<file path="config.mk">
export PLATFORM = sky130hd
export DESIGN_NAME = resp_request_parser_unit_flat
export DESIGN_NICKNAME = d
export VERILOG_FILES = /design/src/rrp_pkg.sv /design/src/rrp_byte_if.sv /design/src/rrp_result_if.sv /design/src/resp_request_parser_unit.sv /design/src/flat_wrapper.sv
export VERILOG_INCLUDE_DIRS = /design/src /design/src/src
export SDC_FILE = /design/constraint.sdc
export NUM_CORES = 1
export LEC_CHECK = 0
export BUFFER_PORTS_ARGS = -buffer_cell sky130_fd_sc_hd__clkbuf_2
export CORE_UTILIZATION = 40
export CTS_BUF_LIST = sky130_fd_sc_hd__clkbuf_4
export DETAILED_ROUTE_END_ITERATION = 8
export PLACE_DENSITY = 0.63
export SYNTH_ARGS = -nofsm -noshare
export SYNTH_HDL_FRONTEND = slang
export SYNTH_SLANG_ARGS = --single-unit
</file>
<file path="constraint.sdc">
create_clock -name clk -period 9 [get_ports clk]
set_clock_uncertainty 0.2 [all_clocks]
set_input_delay 0.9 -clock clk [delete_from_list [all_inputs] [get_ports clk]]
set_output_delay 0.9 -clock clk [all_outputs]
set_load 0.03 [all_outputs]
</file>
<file path="src/resp_request_parser_unit_assert.svh">
// ----------------------------------------------------------------------------
// RESP request parser assertion macros
// Shorthand for clocked implication checks used by the parser.
// ----------------------------------------------------------------------------
`ifndef RESP_REQUEST_PARSER_UNIT_ASSERT_SVH
`define RESP_REQUEST_PARSER_UNIT_ASSERT_SVH

// Same-cycle implication, disabled while in reset
`define RRP_ASSERT_IMPLIES(label, clk, rst_n, ante, cons, msg) \
    label: assert property (@(posedge clk) disable iff (!rst_n) (ante) |-> (cons)) \
        else $error(msg);

// Next-cycle implication, disabled while in reset
`define RRP_ASSERT_NEXT(label, clk, rst_n, ante, cons, msg) \
    label: assert property (@(posedge clk) disable iff (!rst_n) (ante) |=> (cons)) \
        else $error(msg);

`endif

</file>
<file path="src/rrp_pkg.sv">
// ----------------------------------------------------------------------------
// RESP request parser package
// Widths, character codes, phase/event/error encodings and register indexes.
// ----------------------------------------------------------------------------
`timescale 1ns / 1ps

package rrp_pkg;

    localparam int CNT_BITS = 32;
    localparam int LEN_BITS = 32;
    localparam int ACC_W    = ((CNT_BITS > LEN_BITS) ? CNT_BITS : LEN_BITS) + 1;
    localparam int VAL_W    = 32;
    localparam int DATA_W   = 32;
    localparam int ADDR_W   = 4;

    localparam logic [ACC_W-1:0] CNT_MAX = ACC_W'({CNT_BITS{1'b1}});
    localparam logic [ACC_W-1:0] LEN_MAX = ACC_W'({LEN_BITS{1'b1}});

    localparam logic [7:0] CH_STAR   = 8'h2A;
    localparam logic [7:0] CH_DOLLAR = 8'h24;
    localparam logic [7:0] CH_MINUS  = 8'h2D;
    localparam logic [7:0] CH_CR     = 8'h0D;
    localparam logic [7:0] CH_LF     = 8'h0A;
    localparam logic [7:0] CH_ZERO   = 8'h30;
    localparam logic [7:0] CH_NINE   = 8'h39;
    localparam logic [7:0] CH_UPPER_A = 8'h41;
    localparam logic [7:0] CH_UPPER_Z = 8'h5A;
    localparam logic [7:0] CASE_OFFSET = 8'h20;

    localparam logic [1:0] REG_MAX_COUNT  = 2'd0;
    localparam logic [1:0] REG_MAX_LENGTH = 2'd1;
    localparam logic [1:0] REG_LOWERCASE  = 2'd2;

    localparam logic [31:0] MAX_COUNT_RST  = 32'd1048576;
    localparam logic [31:0] MAX_LENGTH_RST = 32'd536870912;

    typedef enum logic [3:0] {
        PH_STAR       = 4'd0,
        PH_CNT_FIRST  = 4'd1,
        PH_CNT_DIGITS = 4'd2,
        PH_CNT_LF     = 4'd3,
        PH_DOLLAR     = 4'd4,
        PH_LEN_FIRST  = 4'd5,
        PH_LEN_DIGITS = 4'd6,
        PH_LEN_LF     = 4'd7,
        PH_PAYLOAD    = 4'd8,
        PH_PAY_CR     = 4'd9,
        PH_PAY_LF     = 4'd10
    } phase_t;

    typedef enum logic [2:0] {
        EV_ARRAY  = 3'd0,
        EV_BULK   = 3'd1,
        EV_BYTE   = 3'd2,
        EV_NULL   = 3'd3,
        EV_STATUS = 3'd4
    } event_t;

    typedef enum logic [2:0] {
        ERR_NONE        = 3'd0,
        ERR_EXP_ARRAY   = 3'd1,
        ERR_BAD_INT     = 3'd2,
        ERR_NO_CRLF     = 3'd3,
        ERR_ARRAY_SIZE  = 3'd4,
        ERR_EXP_BULK    = 3'd5,
        ERR_BULK_LENGTH = 3'd6
    } err_t;

    typedef struct packed {
        event_t           ev;
        logic [VAL_W-1:0] length_value;
        logic [7:0]       payload_byte;
        logic [VAL_W-1:0] element_index;
        logic             request_done;
        err_t             err_code;
    } result_t;

endpackage

</file>
<file path="src/rrp_byte_if.sv">
// ----------------------------------------------------------------------------
// RESP request parser byte channel
// Valid/ready channel carrying one raw stream byte per transfer.
// ----------------------------------------------------------------------------
`timescale 1ns / 1ps

interface rrp_byte_if;
    logic       valid;
    logic       ready;
    logic [7:0] data_byte;

    modport source (output valid, output data_byte, input ready);
    modport sink   (input valid, input data_byte, output ready);
endinterface

</file>
<file path="src/rrp_result_if.sv">
// ----------------------------------------------------------------------------
// RESP request parser result channel
// Valid/ready channel carrying one parse event per transfer.
// ----------------------------------------------------------------------------
`timescale 1ns / 1ps

interface rrp_result_if;
    logic                      valid;
    logic                      ready;
    logic [2:0]                event_res;
    logic [rrp_pkg::VAL_W-1:0] length_value;
    logic [7:0]                payload_byte;
    logic [rrp_pkg::VAL_W-1:0] element_index;
    logic                      request_done;
    logic [2:0]                err_code;

    modport source (output valid, output event_res, output length_value,
                    output payload_byte, output element_index,
                    output request_done, output err_code, input ready);
    modport sink   (input valid, input event_res, input length_value,
                    input payload_byte, input element_index,
                    input request_done, input err_code, output ready);
endinterface

</file>
<file path="src/resp_request_parser_unit.sv">
// ----------------------------------------------------------------------------
// RESP request parser
// Byte-serial parser for RESP2 request arrays with count/length limits.
// ----------------------------------------------------------------------------
//  channel | role   | payload
//  --------+--------+-------------------------------------------------------
//  req     | sink   | data_byte
//  res     | source | event_res, length_value, payload_byte, element_index,
//          |        | request_done, err_code
//  apb     | slave  | max_array_count, max_bulk_length, lowercase_command
//
//  One byte per clock while req.ready is high: each transfer updates the parse
//  state and loads at most one event into the result register.
//  The event appears on res in the cycle after its byte is taken.
//  req.ready drops only while the result register is full and res stalls.
//  rst_n clears parse state and the result valid, and returns the limit
//  registers to their defaults.
// ----------------------------------------------------------------------------
`timescale 1ns / 1ps
`include "resp_request_parser_unit_assert.svh"

module resp_request_parser_unit (
    input  logic                         clk,
    input  logic                         rst_n,
    rrp_byte_if.sink                     req,
    rrp_result_if.source                 res,
    input  logic                         psel,
    input  logic                         penable,
    input  logic                         pwrite,
    input  logic [rrp_pkg::ADDR_W-1:0]   paddr,
    input  logic [rrp_pkg::DATA_W-1:0]   pwdata,
    output logic [rrp_pkg::DATA_W-1:0]   prdata,
    output logic                         pready
);

    localparam int ACC_W = rrp_pkg::ACC_W;
    localparam int VAL_W = rrp_pkg::VAL_W;

    // configuration
    logic [31:0] max_cnt_reg;
    logic [31:0] max_len_reg;
    logic        lower_reg;
    logic        cfg_wr;
    logic [1:0]  cfg_idx;

    // parse state
    rrp_pkg::phase_t    phase_reg, phase_next;
    logic [ACC_W-1:0]   acc_reg, acc_next;
    logic               neg_reg, neg_next;
    logic               seen_reg, seen_next;
    logic [VAL_W-1:0]   left_reg, left_next;
    logic [VAL_W-1:0]   elem_reg, elem_next;
    logic [VAL_W-1:0]   pay_reg, pay_next;

    // result register
    logic               out_valid_reg, out_valid_next;
    rrp_pkg::result_t   res_reg, res_next;

    logic               accept;
    logic               emit;
    rrp_pkg::err_t      fail_code;
    logic               fail;

    // number datapath
    logic               is_digit;
    logic [3:0]         digit;
    logic [ACC_W-1:0]   num_max;
    logic [ACC_W+3:0]   acc_ext;
    logic [ACC_W+3:0]   prod;
    logic [ACC_W-1:0]   acc_digit;
    logic [7:0]         lower_byte;

    // ------------------------------------------------------------------
    // Configuration port
    // ------------------------------------------------------------------
    assign pready  = 1'b1;
    assign cfg_wr  = psel && penable && pwrite;
    assign cfg_idx = paddr[3:2];

    always_comb
    begin
        case (cfg_idx)
            rrp_pkg::REG_MAX_COUNT:  prdata = max_cnt_reg;
            rrp_pkg::REG_MAX_LENGTH: prdata = max_len_reg;
            rrp_pkg::REG_LOWERCASE:  prdata = {31'd0, lower_reg};
            default:                 prdata = '0;
        endcase
    end

    always_ff @(posedge clk or negedge rst_n)
    begin
        if (!rst_n)
        begin
            max_cnt_reg <= rrp_pkg::MAX_COUNT_RST;
            max_len_reg <= rrp_pkg::MAX_LENGTH_RST;
            lower_reg   <= 1'b0;
        end
        else if (cfg_wr)
        begin
            case (cfg_idx)
                rrp_pkg::REG_MAX_COUNT:  max_cnt_reg <= pwdata;
                rrp_pkg::REG_MAX_LENGTH: max_len_reg <= pwdata;
                rrp_pkg::REG_LOWERCASE:  lower_reg   <= pwdata[0];
                default:                 ;
            endcase
        end
    end

    // ------------------------------------------------------------------
    // Handshake
    // ------------------------------------------------------------------
    assign req.ready = !out_valid_reg || res.ready;
    assign accept    = req.valid && req.ready;

    // ------------------------------------------------------------------
    // Number accumulation: acc*10 + digit, saturating one past the bound
    // ------------------------------------------------------------------
    assign is_digit = (req.data_byte >= rrp_pkg::CH_ZERO) &&
                      (req.data_byte <= rrp_pkg::CH_NINE);
    assign digit    = 4'(req.data_byte - rrp_pkg::CH_ZERO);
    assign num_max  = ((phase_reg == rrp_pkg::PH_CNT_FIRST) ||
                       (phase_reg == rrp_pkg::PH_CNT_DIGITS)) ?
                      rrp_pkg::CNT_MAX : rrp_pkg::LEN_MAX;
    assign acc_ext  = (ACC_W+4)'(acc_reg);
    assign prod     = (acc_ext << 3) + (acc_ext << 1) + (ACC_W+4)'(digit);

    always_comb
    begin
        if (acc_reg > num_max)
            acc_digit = acc_reg;
        else if (prod > (ACC_W+4)'(num_max))
            acc_digit = num_max + ACC_W'(1);
        else
            acc_digit = prod[ACC_W-1:0];
    end

    // lowercase letters of the command name
    assign lower_byte = ((elem_reg == '0) && lower_reg &&
                         (req.data_byte >= rrp_pkg::CH_UPPER_A) &&
                         (req.data_byte <= rrp_pkg::CH_UPPER_Z)) ?
                        req.data_byte + rrp_pkg::CASE_OFFSET : req.data_byte;

    // ------------------------------------------------------------------
    // Parse step
    // ------------------------------------------------------------------
    always_comb
    begin
        phase_next = phase_reg;
        acc_next   = acc_reg;
        neg_next   = neg_reg;
        seen_next  = seen_reg;
        left_next  = left_reg;
        elem_next  = elem_reg;
        pay_next   = pay_reg;
        emit       = 1'b0;
        fail_code  = rrp_pkg::ERR_NONE;
        res_next   = '{ev: rrp_pkg::EV_STATUS, length_value: '0, payload_byte: '0,
                       element_index: elem_reg, request_done: 1'b0,
                       err_code: rrp_pkg::ERR_NONE};

        case (phase_reg)
            rrp_pkg::PH_CNT_FIRST, rrp_pkg::PH_CNT_DIGITS,
            rrp_pkg::PH_LEN_FIRST, rrp_pkg::PH_LEN_DIGITS:
            begin
                if (((phase_reg == rrp_pkg::PH_CNT_FIRST) ||
                     (phase_reg == rrp_pkg::PH_LEN_FIRST)) &&
                    (req.data_byte == rrp_pkg::CH_MINUS))
                begin
                    neg_next   = 1'b1;
                    phase_next = (phase_reg == rrp_pkg::PH_CNT_FIRST) ?
                                 rrp_pkg::PH_CNT_DIGITS : rrp_pkg::PH_LEN_DIGITS;
                end
                else if (is_digit)
                begin
                    seen_next  = 1'b1;
                    acc_next   = acc_digit;
                    phase_next = ((phase_reg == rrp_pkg::PH_CNT_FIRST) ||
                                  (phase_reg == rrp_pkg::PH_CNT_DIGITS)) ?
                                 rrp_pkg::PH_CNT_DIGITS : rrp_pkg::PH_LEN_DIGITS;
                end
                else if (!seen_reg)
                    fail_code = rrp_pkg::ERR_BAD_INT;
                else if (req.data_byte != rrp_pkg::CH_CR)
                    fail_code = rrp_pkg::ERR_NO_CRLF;
                else
                    phase_next = ((phase_reg == rrp_pkg::PH_CNT_FIRST) ||
                                  (phase_reg == rrp_pkg::PH_CNT_DIGITS)) ?
                                 rrp_pkg::PH_CNT_LF : rrp_pkg::PH_LEN_LF;
            end

            rrp_pkg::PH_CNT_LF:
            begin
                if (req.data_byte != rrp_pkg::CH_LF)
                    fail_code = rrp_pkg::ERR_NO_CRLF;
                else if ((neg_reg && (acc_reg != '0)) ||
                         (acc_reg > ACC_W'(max_cnt_reg)))
                    fail_code = rrp_pkg::ERR_ARRAY_SIZE;
                else
                begin
                    emit                   = 1'b1;
                    res_next.ev            = rrp_pkg::EV_ARRAY;
                    res_next.element_index = '0;
                    if (acc_reg == '0)
                    begin
                        // empty array ends the request here
                        res_next.request_done = 1'b1;
                        phase_next = rrp_pkg::PH_STAR;
                        acc_next   = '0;
                        neg_next   = 1'b0;
                        seen_next  = 1'b0;
                        left_next  = '0;
                        elem_next  = '0;
                        pay_next   = '0;
                    end
                    else
                    begin
                        res_next.length_value = acc_reg[VAL_W-1:0];
                        left_next  = acc_reg[VAL_W-1:0];
                        elem_next  = '0;
                        phase_next = rrp_pkg::PH_DOLLAR;
                    end
                end
            end

            rrp_pkg::PH_DOLLAR:
            begin
                if (req.data_byte != rrp_pkg::CH_DOLLAR)
                    fail_code = rrp_pkg::ERR_EXP_BULK;
                else
                begin
                    phase_next = rrp_pkg::PH_LEN_FIRST;
                    acc_next   = '0;
                    neg_next   = 1'b0;
                    seen_next  = 1'b0;
                end
            end

            rrp_pkg::PH_LEN_LF:
            begin
                if (req.data_byte != rrp_pkg::CH_LF)
                    fail_code = rrp_pkg::ERR_NO_CRLF;
                else if (neg_reg && (acc_reg == ACC_W'(1)))
                begin
                    emit        = 1'b1;
                    res_next.ev = rrp_pkg::EV_NULL;
                    if (left_reg <= VAL_W'(1))
                    begin
                        res_next.request_done = 1'b1;
                        phase_next = rrp_pkg::PH_STAR;
                        acc_next   = '0;
                        neg_next   = 1'b0;
                        seen_next  = 1'b0;
                        left_next  = '0;
                        elem_next  = '0;
                        pay_next   = '0;
                    end
                    else
                    begin
                        left_next  = left_reg - VAL_W'(1);
                        elem_next  = elem_reg + VAL_W'(1);
                        phase_next = rrp_pkg::PH_DOLLAR;
                    end
                end
                else if ((neg_reg && (acc_reg != '0)) ||
                         (acc_reg > ACC_W'(max_len_reg)))
                    fail_code = rrp_pkg::ERR_BULK_LENGTH;
                else
                begin
                    emit                  = 1'b1;
                    res_next.ev           = rrp_pkg::EV_BULK;
                    res_next.length_value = acc_reg[VAL_W-1:0];
                    pay_next   = acc_reg[VAL_W-1:0];
                    phase_next = (acc_reg == '0) ? rrp_pkg::PH_PAY_CR : rrp_pkg::PH_PAYLOAD;
                end
            end

            rrp_pkg::PH_PAYLOAD:
            begin
                emit                  = 1'b1;
                res_next.ev           = rrp_pkg::EV_BYTE;
                res_next.payload_byte = lower_byte;
                pay_next = pay_reg - VAL_W'(1);
                if (pay_reg == VAL_W'(1))
                    phase_next = rrp_pkg::PH_PAY_CR;
            end

            rrp_pkg::PH_PAY_CR:
            begin
                if (req.data_byte != rrp_pkg::CH_CR)
                    fail_code = rrp_pkg::ERR_NO_CRLF;
                else
                    phase_next = rrp_pkg::PH_PAY_LF;
            end

            rrp_pkg::PH_PAY_LF:
            begin
                if (req.data_byte != rrp_pkg::CH_LF)
                    fail_code = rrp_pkg::ERR_NO_CRLF;
                else if (left_reg <= VAL_W'(1))
                begin
                    // closing CRLF of the last element completes the request
                    emit                  = 1'b1;
                    res_next.request_done = 1'b1;
                    phase_next = rrp_pkg::PH_STAR;
                    acc_next   = '0;
                    neg_next   = 1'b0;
                    seen_next  = 1'b0;
                    left_next  = '0;
                    elem_next  = '0;
                    pay_next   = '0;
                end
                else
                begin
                    left_next  = left_reg - VAL_W'(1);
                    elem_next  = elem_reg + VAL_W'(1);
                    phase_next = rrp_pkg::PH_DOLLAR;
                end
            end

            default:
            begin
                // expect '*'; unused phase codes land here too
                if (req.data_byte != rrp_pkg::CH_STAR)
                    fail_code = rrp_pkg::ERR_EXP_ARRAY;
                else
                begin
                    phase_next = rrp_pkg::PH_CNT_FIRST;
                    acc_next   = '0;
                    neg_next   = 1'b0;
                    seen_next  = 1'b0;
                    left_next  = '0;
                    elem_next  = '0;
                    pay_next   = '0;
                end
            end
        endcase

        // any error: report it and drop back to expecting '*'
        if (fail_code != rrp_pkg::ERR_NONE)
        begin
            emit     = 1'b1;
            res_next = '{ev: rrp_pkg::EV_STATUS, length_value: '0, payload_byte: '0,
                         element_index: elem_reg, request_done: 1'b0,
                         err_code: fail_code};
            phase_next = rrp_pkg::PH_STAR;
            acc_next   = '0;
            neg_next   = 1'b0;
            seen_next  = 1'b0;
            left_next  = '0;
            elem_next  = '0;
            pay_next   = '0;
        end
    end

    assign fail = (fail_code != rrp_pkg::ERR_NONE);

    always_comb
    begin
        if (accept)
            out_valid_next = emit;
        else if (res.ready)
            out_valid_next = 1'b0;
        else
            out_valid_next = out_valid_reg;
    end

    always_ff @(posedge clk or negedge rst_n)
    begin
        if (!rst_n)
        begin
            phase_reg     <= rrp_pkg::PH_STAR;
            acc_reg       <= '0;
            neg_reg       <= 1'b0;
            seen_reg      <= 1'b0;
            left_reg      <= '0;
            elem_reg      <= '0;
            pay_reg       <= '0;
            out_valid_reg <= 1'b0;
        end
        else
        begin
            out_valid_reg <= out_valid_next;
            if (accept)
            begin
                phase_reg <= phase_next;
                acc_reg   <= acc_next;
                neg_reg   <= neg_next;
                seen_reg  <= seen_next;
                left_reg  <= left_next;
                elem_reg  <= elem_next;
                pay_reg   <= pay_next;
            end
        end
    end

    // hold the result until its transfer completes
    always_ff @(posedge clk)
    begin
        if (accept && emit)
            res_reg <= res_next;
    end

    assign res.valid         = out_valid_reg;
    assign res.event_res     = res_reg.ev;
    assign res.length_value  = res_reg.length_value;
    assign res.payload_byte  = res_reg.payload_byte;
    assign res.element_index = res_reg.element_index;
    assign res.request_done  = res_reg.request_done;
    assign res.err_code      = res_reg.err_code;

    // ------------------------------------------------------------------
    // Assertions
    // ------------------------------------------------------------------
    `RRP_ASSERT_IMPLIES(a_done_no_error, clk, rst_n,
        out_valid_reg && res_reg.request_done, res_reg.err_code == rrp_pkg::ERR_NONE,
        "completed request carries an error code")
    `RRP_ASSERT_NEXT(a_error_clears, clk, rst_n, accept && fail,
        (phase_reg == rrp_pkg::PH_STAR) && (left_reg == '0) && (elem_reg == '0),
        "parse state not cleared after an error")
    `RRP_ASSERT_IMPLIES(a_payload_left, clk, rst_n, phase_reg == rrp_pkg::PH_PAYLOAD,
        pay_reg != '0, "payload phase with no bytes left")

endmodule
</file>
<file path="src/flat_wrapper.sv">
// flat-port wrapper written by rule: the top's interface ports become plain ports
module resp_request_parser_unit_flat 
  (clk, rst_n, psel, penable, pwrite, paddr, pwdata, prdata, pready, req_valid, req_data_byte, req_ready, res_valid, res_event_res, res_length_value, res_payload_byte, res_element_index, res_request_done, res_err_code, res_ready);
  rrp_byte_if req_i ();
  rrp_result_if res_i ();
  input  logic clk;
  input  logic rst_n;
  input  logic psel;
  input  logic penable;
  input  logic pwrite;
  input  logic [rrp_pkg::ADDR_W-1:0] paddr;
  input  logic [rrp_pkg::DATA_W-1:0] pwdata;
  output logic [rrp_pkg::DATA_W-1:0] prdata;
  output logic pready;
  input wire logic [$bits(req_i.valid)-1:0] req_valid;
  input wire logic [$bits(req_i.data_byte)-1:0] req_data_byte;
  output wire logic [$bits(req_i.ready)-1:0] req_ready;
  output wire logic [$bits(res_i.valid)-1:0] res_valid;
  output wire logic [$bits(res_i.event_res)-1:0] res_event_res;
  output wire logic [$bits(res_i.length_value)-1:0] res_length_value;
  output wire logic [$bits(res_i.payload_byte)-1:0] res_payload_byte;
  output wire logic [$bits(res_i.element_index)-1:0] res_element_index;
  output wire logic [$bits(res_i.request_done)-1:0] res_request_done;
  output wire logic [$bits(res_i.err_code)-1:0] res_err_code;
  input wire logic [$bits(res_i.ready)-1:0] res_ready;
  assign req_i.valid = req_valid;
  assign req_i.data_byte = req_data_byte;
  assign req_ready = req_i.ready;
  assign res_valid = res_i.valid;
  assign res_event_res = res_i.event_res;
  assign res_length_value = res_i.length_value;
  assign res_payload_byte = res_i.payload_byte;
  assign res_element_index = res_i.element_index;
  assign res_request_done = res_i.request_done;
  assign res_err_code = res_i.err_code;
  assign res_i.ready = res_ready;
  resp_request_parser_unit u_core (.clk(clk), .rst_n(rst_n), .req(req_i), .res(res_i), .psel(psel), .penable(penable), .pwrite(pwrite), .paddr(paddr), .pwdata(pwdata), .prdata(prdata), .pready(pready));
endmodule
</file>
### Word-level counts from Yosys, hierarchy flattened

Cells that the tools add are included.

* magnitude comparators: 9
* bitwise gates (word level): 1
* add/sub/neg operators: 7
* reductions and logical operators: 37
* equal/unequal tests: 42
* multiplexer cells: 127

Operator list (count)
* $mux 32: 27
* $mux 33: 16
* $pmux 32 s4: 2
* $pmux 33 s6: 1
* $pmux 32 s5: 1
* $mux 35: 4
* $pmux 32 s3: 1
* $gt 33x32->1: 2
* $pmux 32 s2: 1
* $sub 32x1->32 const B: 2
* $mux 4: 15
* $mux 3: 15
* $add 36x34->37: 1
* $add 37x4->37: 1
* $gt 37x32->1 const B: 1
* $mux 36: 1
* $eq 33x1->1 const B: 1
* $gt 33x32->1 const B: 1
* $logic_not 33->1: 1
* $mux 1: 33
* $reduce_bool 33->1: 1
* $add 32x1->32 const B: 1
* $eq 32x1->1 const B: 1
* $le 32x1->1 const B: 1
* 51 further kinds: 92

* word-level logic and storage cells: 240
* input port bits: 51
* register bits after elaboration: 280

### Longest topological paths before layout

* depth after elaboration: 10
* mapped depth: 15
* mapped depth without buffers: 13

### Least setup slack after synthesis

OpenSTA, ideal clock, no wires.

* kind: register -> register
* start: register u_core.acc_reg[15]
* end: register u_core.res_reg, in the netlist u_core.res.element_index[0] (enable)
* arrival time: 5801 ps
* path buffers: 0
* path slack: 2481 ps
* cell stages (with the launch flop): 11
* data required time: 8282 ps
* period minus slack after synthesis: 6519 ps
* path through: dfrtp_1 ha_1 nand4_1 or4_1 a31o_2 a31oi_1 o21bai_1 a21oi_1 nor2_1 and3_1 nor2_1

* longest elaborated chain between the ends: 10
* elaborated cells on any way between the ends: 23
* classes of those cells: 2 x order compare; 1 x eq/ne; 13 x mux; 7 x reduce/logical

RTL lines
* from (decl): RTL line resp_request_parser_unit.sv:48 `logic [ACC_W-1:0] acc_reg, acc_next;`
* from (signal assigned): RTL line resp_request_parser_unit.sv:386 `acc_reg <= acc_next;`
* parallel branches: the longest is 8 deep, another holds $gt 33x32->1
* $mux 1 (*): RTL line resp_request_parser_unit.sv:339 `if (fail_code != rrp_pkg::ERR_NONE)`
* $logic_and 1x1->1 (*): RTL line resp_request_parser_unit.sv:399 `if (accept && emit)`
* to (signal assigned): RTL line resp_request_parser_unit.sv:400 `res_reg <= res_next;`
* to (decl): RTL line resp_request_parser_unit.sv:57 `rrp_pkg::result_t res_reg, res_next;`

Mark *: on every way between the ends.
A chain may end at the register's enable or synchronous reset.

### Worst setup path after layout

* start: register u_core.acc_reg[20]
* end: register u_core.res_reg, in the netlist u_core.res.payload_byte[4] (enable)

Same word-level chain as after synthesis.

==> flow_metrics.env <==
export IMPL_final_antenna_net_count=0
export IMPL_avgRoutedWirePerCell_um=19.2
export IMPL_min_delay_start="pwdata[28]"
export IMPL_highest_signal_layer="met4"
export IMPL_synth_async_reset_ratio_pct=71.8
export IMPL_die_y_um=213
export IMPL_p_per_area_nw_per_um2=193
export IMPL_drt_initial_drc_count=1561
export IMPL_cts_tree="yes"
export IMPL_drv_cap=0
export IMPL_vdd_ir_drop_max_uv=92.2
export IMPL_nFillCells=4248
export IMPL_yosysMostFrequentCell="nand2_1"
export IMPL_rsz0062_at_grt="no"
export IMPL_seq_area_sq_um=7400
export IMPL_r2r_start="u_core.acc_reg[20]$_DFFE_PN0P_"
export IMPL_clock_latency_ns=0.80
export IMPL_worstReg2RegEnd="u_core.res.payload_byte[4]$_SDFFCE_PN0P_"
export IMPL_ys_seq_elements=280
export IMPL_io_pin_count=165
export IMPL_setup_violations=0
export IMPL_via_per_inst=5.75
export IMPL_power_mw=3.92
export IMPL_core_sq_um=43500
export IMPL_p_leak_nw=9.21
export IMPL_min_path_type="in2reg"
export IMPL_postLayoutCoreUtil_pct=46.7
export IMPL_synth_edf_count=79
export IMPL_critPathMaxFanout=44
export IMPL_grt_pass1_vias=15700
export IMPL_netlist_instances=1980
export IMPL_post_synth_most_frequent_cells="nand2_1 (238), dfrtp_1 (199), o21ai_0 (198)"
export IMPL_cts_buffers=80
export IMPL_hpwl_um=36000
export IMPL_final_cells=2801
export IMPL_fmax_mhz=182
export IMPL_rows=76
export IMPL_max_slew_margin_pct=20.0
export IMPL_antenna_found_initial=2
export IMPL_whs_ns=0.134
export IMPL_grt_max_degree=101
export IMPL_post_cts_buffers=0
export IMPL_status="completed"
export IMPL_end_kind="register"
export IMPL_fin_crit_ns=5.49
export IMPL_synth_top_area_cell="dfrtp_1"
export IMPL_grt_pass1_wl_um=85100
export IMPL_htreeDepth=3
export IMPL_hold_path_depth=3
export IMPL_avgSynthCellArea_sq_um=8.98
export IMPL_worstHoldEndpoint="u_core.max_len_reg[28]$_DFFE_PN0P_"
export IMPL_cts_buffer_depth=3
export IMPL_slew_viol_final=0
export IMPL_die_w_um=213
export IMPL_start_util_pct=40.9
export IMPL_finalSetupTns_ns=0
export IMPL_multi_input_area_sq_um=9630
export IMPL_ff2ff_path_depth=11
export IMPL_drt_total_wl_um=53800
export IMPL_synth_top_flop_cell="dfrtp_1"
export IMPL_crit_start="u_core.acc_reg[20]$_DFFE_PN0P_"
export IMPL_firstDrtPassIters=6
export IMPL_hold_viol=0
export IMPL_r2r_slack_ns=3.51
export IMPL_tightest_slew_ns=1.20
export IMPL_wl_met3_um=3230
export IMPL_overflow=0
export IMPL_drive_above_1_share_pct=15.9
export IMPL_vias=16100
export IMPL_yosysSeqAreaShare_pct=41.6
export IMPL_dp_cells=2653
export IMPL_synth_top_cell_area_share_pct=28.0
export IMPL_path_clk_slew_ns=0.07
export IMPL_route_layer_met1_wl_um=23500
export IMPL_critPathArrivalTime_ns=5.67
export IMPL_final_nets=2341
export IMPL_largest_reg_flops=33
export IMPL_globalRouteTotalUtil_pct=24.1
export IMPL_place_congestion=0.896
export IMPL_drcViolationCount=0
export IMPL_worstSetupStartpointType="register"
export IMPL_met2_wirelength_um=25000
export IMPL_yosysWarnings=0
export IMPL_dieArea_sq_um=45300
export IMPL_ys_types=86
export IMPL_area_growth_pct=14.0
export IMPL_cts_num_sinks=280
export IMPL_root_buffer="clkbuf_4"
export IMPL_crit_type="reg2reg"
export IMPL_io_buffer_count=161
export IMPL_finalCritPeriodShare_pct=61.0
export IMPL_required_ns=9.18
export IMPL_ys_top_cells_by_area="dfrtp_1 (28%), edfxtp_1 (13%), ha_1 (9.6%)"
export IMPL_synth_fp_nets=2170
export IMPL_syn_area_sq_um=17800
[worst max-delay path: stages, from the launching register on]
cell	delay (ns)
dfrtp_1	0.76
ha_1	0.37
a21oi_1	0.15
o21ai_0	0.12
a221oi_1	0.40
o221ai_1	0.21
a221oi_2	0.66
o21a_1	0.32
nor2_1	0.06
and3_1	0.22
nor2_4	0.90
buf_4	0.66
[what timing repair did]
action | CTS | global route
resized for setup | 0 | 0
endpoints found under the hold margin | 2 | 0
hold buffers | 1 | 0
[power by group]
group          internal, mW  switching [mW]  total, mW
sequential             1.48           0.137       1.62
clock                 0.696           0.572       1.27
combinational         0.314           0.723       1.04
[metrics by stage]
step                worst slack, ns  instance area [sq um]
floorplan                      2.48                  17800
global placement               3.66                  19200
detailed placement             3.54                  19200
CTS                            3.48                  20300
global route                   3.24                  20300
finish                         3.51                  20300
[logic make-up after synthesis]
group | synth area share, %
buf+inv | 4.62
flops | 41.6
simple gates | 20.1
compound gates | 19.0
mux | 2.73
fa+ha+maj | 9.86
other cells | 0.0211
xor+xnor | 2.12
[layout make-up]
| type | count | area share (%) |
|---|---|---|
| multi-input combinational | 1493 | 47.5 |
| sequential | 280 | 36.5 |
| timing repair buffer | 188 | 5.03 |
| clock buffer | 127 | 4.70 |
| tap | 585 | 3.61 |
| inverter | 108 | 2.00 |
| clock inverter | 19 | 0.660 |
| antenna | 1 | 0.0123 |
[how the worst max path moves through the flow]
stage | end | slack, ns
floorplan | u_core.res.element_index[0]$_DFFE_PP_ | 2.48
global placement | u_core.res.payload_byte[0]$_SDFFCE_PN0P_ | 3.66
detailed placement | u_core.res.payload_byte[4]$_SDFFCE_PN0P_ | 3.54
CTS | u_core.res.payload_byte[3]$_SDFFCE_PN0P_ | 3.48
global route | u_core.res.payload_byte[4]$_SDFFCE_PN0P_ | 3.24
finish | u_core.res.payload_byte[4]$_SDFFCE_PN0P_ | 3.51
[layer usage]
layer | vias up | global-route usage [%]
li1 | 7641 | -
met1 | 7768 | 32.0
met2 | 567 | 38.2
met3 | 132 | 3.88
met4 | 0 | 11.4
met5 | - | 0
[placed cells by master, fill, tap and decap left out, drive strengths merged, types with 15 or more instances in the layout]
cell    instances
inv           109
mux2i          44
nor2          123
nand2         238
clkbuf        288
o31ai          25
a22oi          17
a221oi         18
and2           74
clkinv         15
a21o           20
dfrtp         199
nor4           56
o21ai         214
o22ai          18
and3           20
nor3           42
nand4          31
buf            26
xnor2          18
ha            137
nand3          40
a21oi         143
xor2           25
edfxtp         79
(Power assumes the default switching activity.)
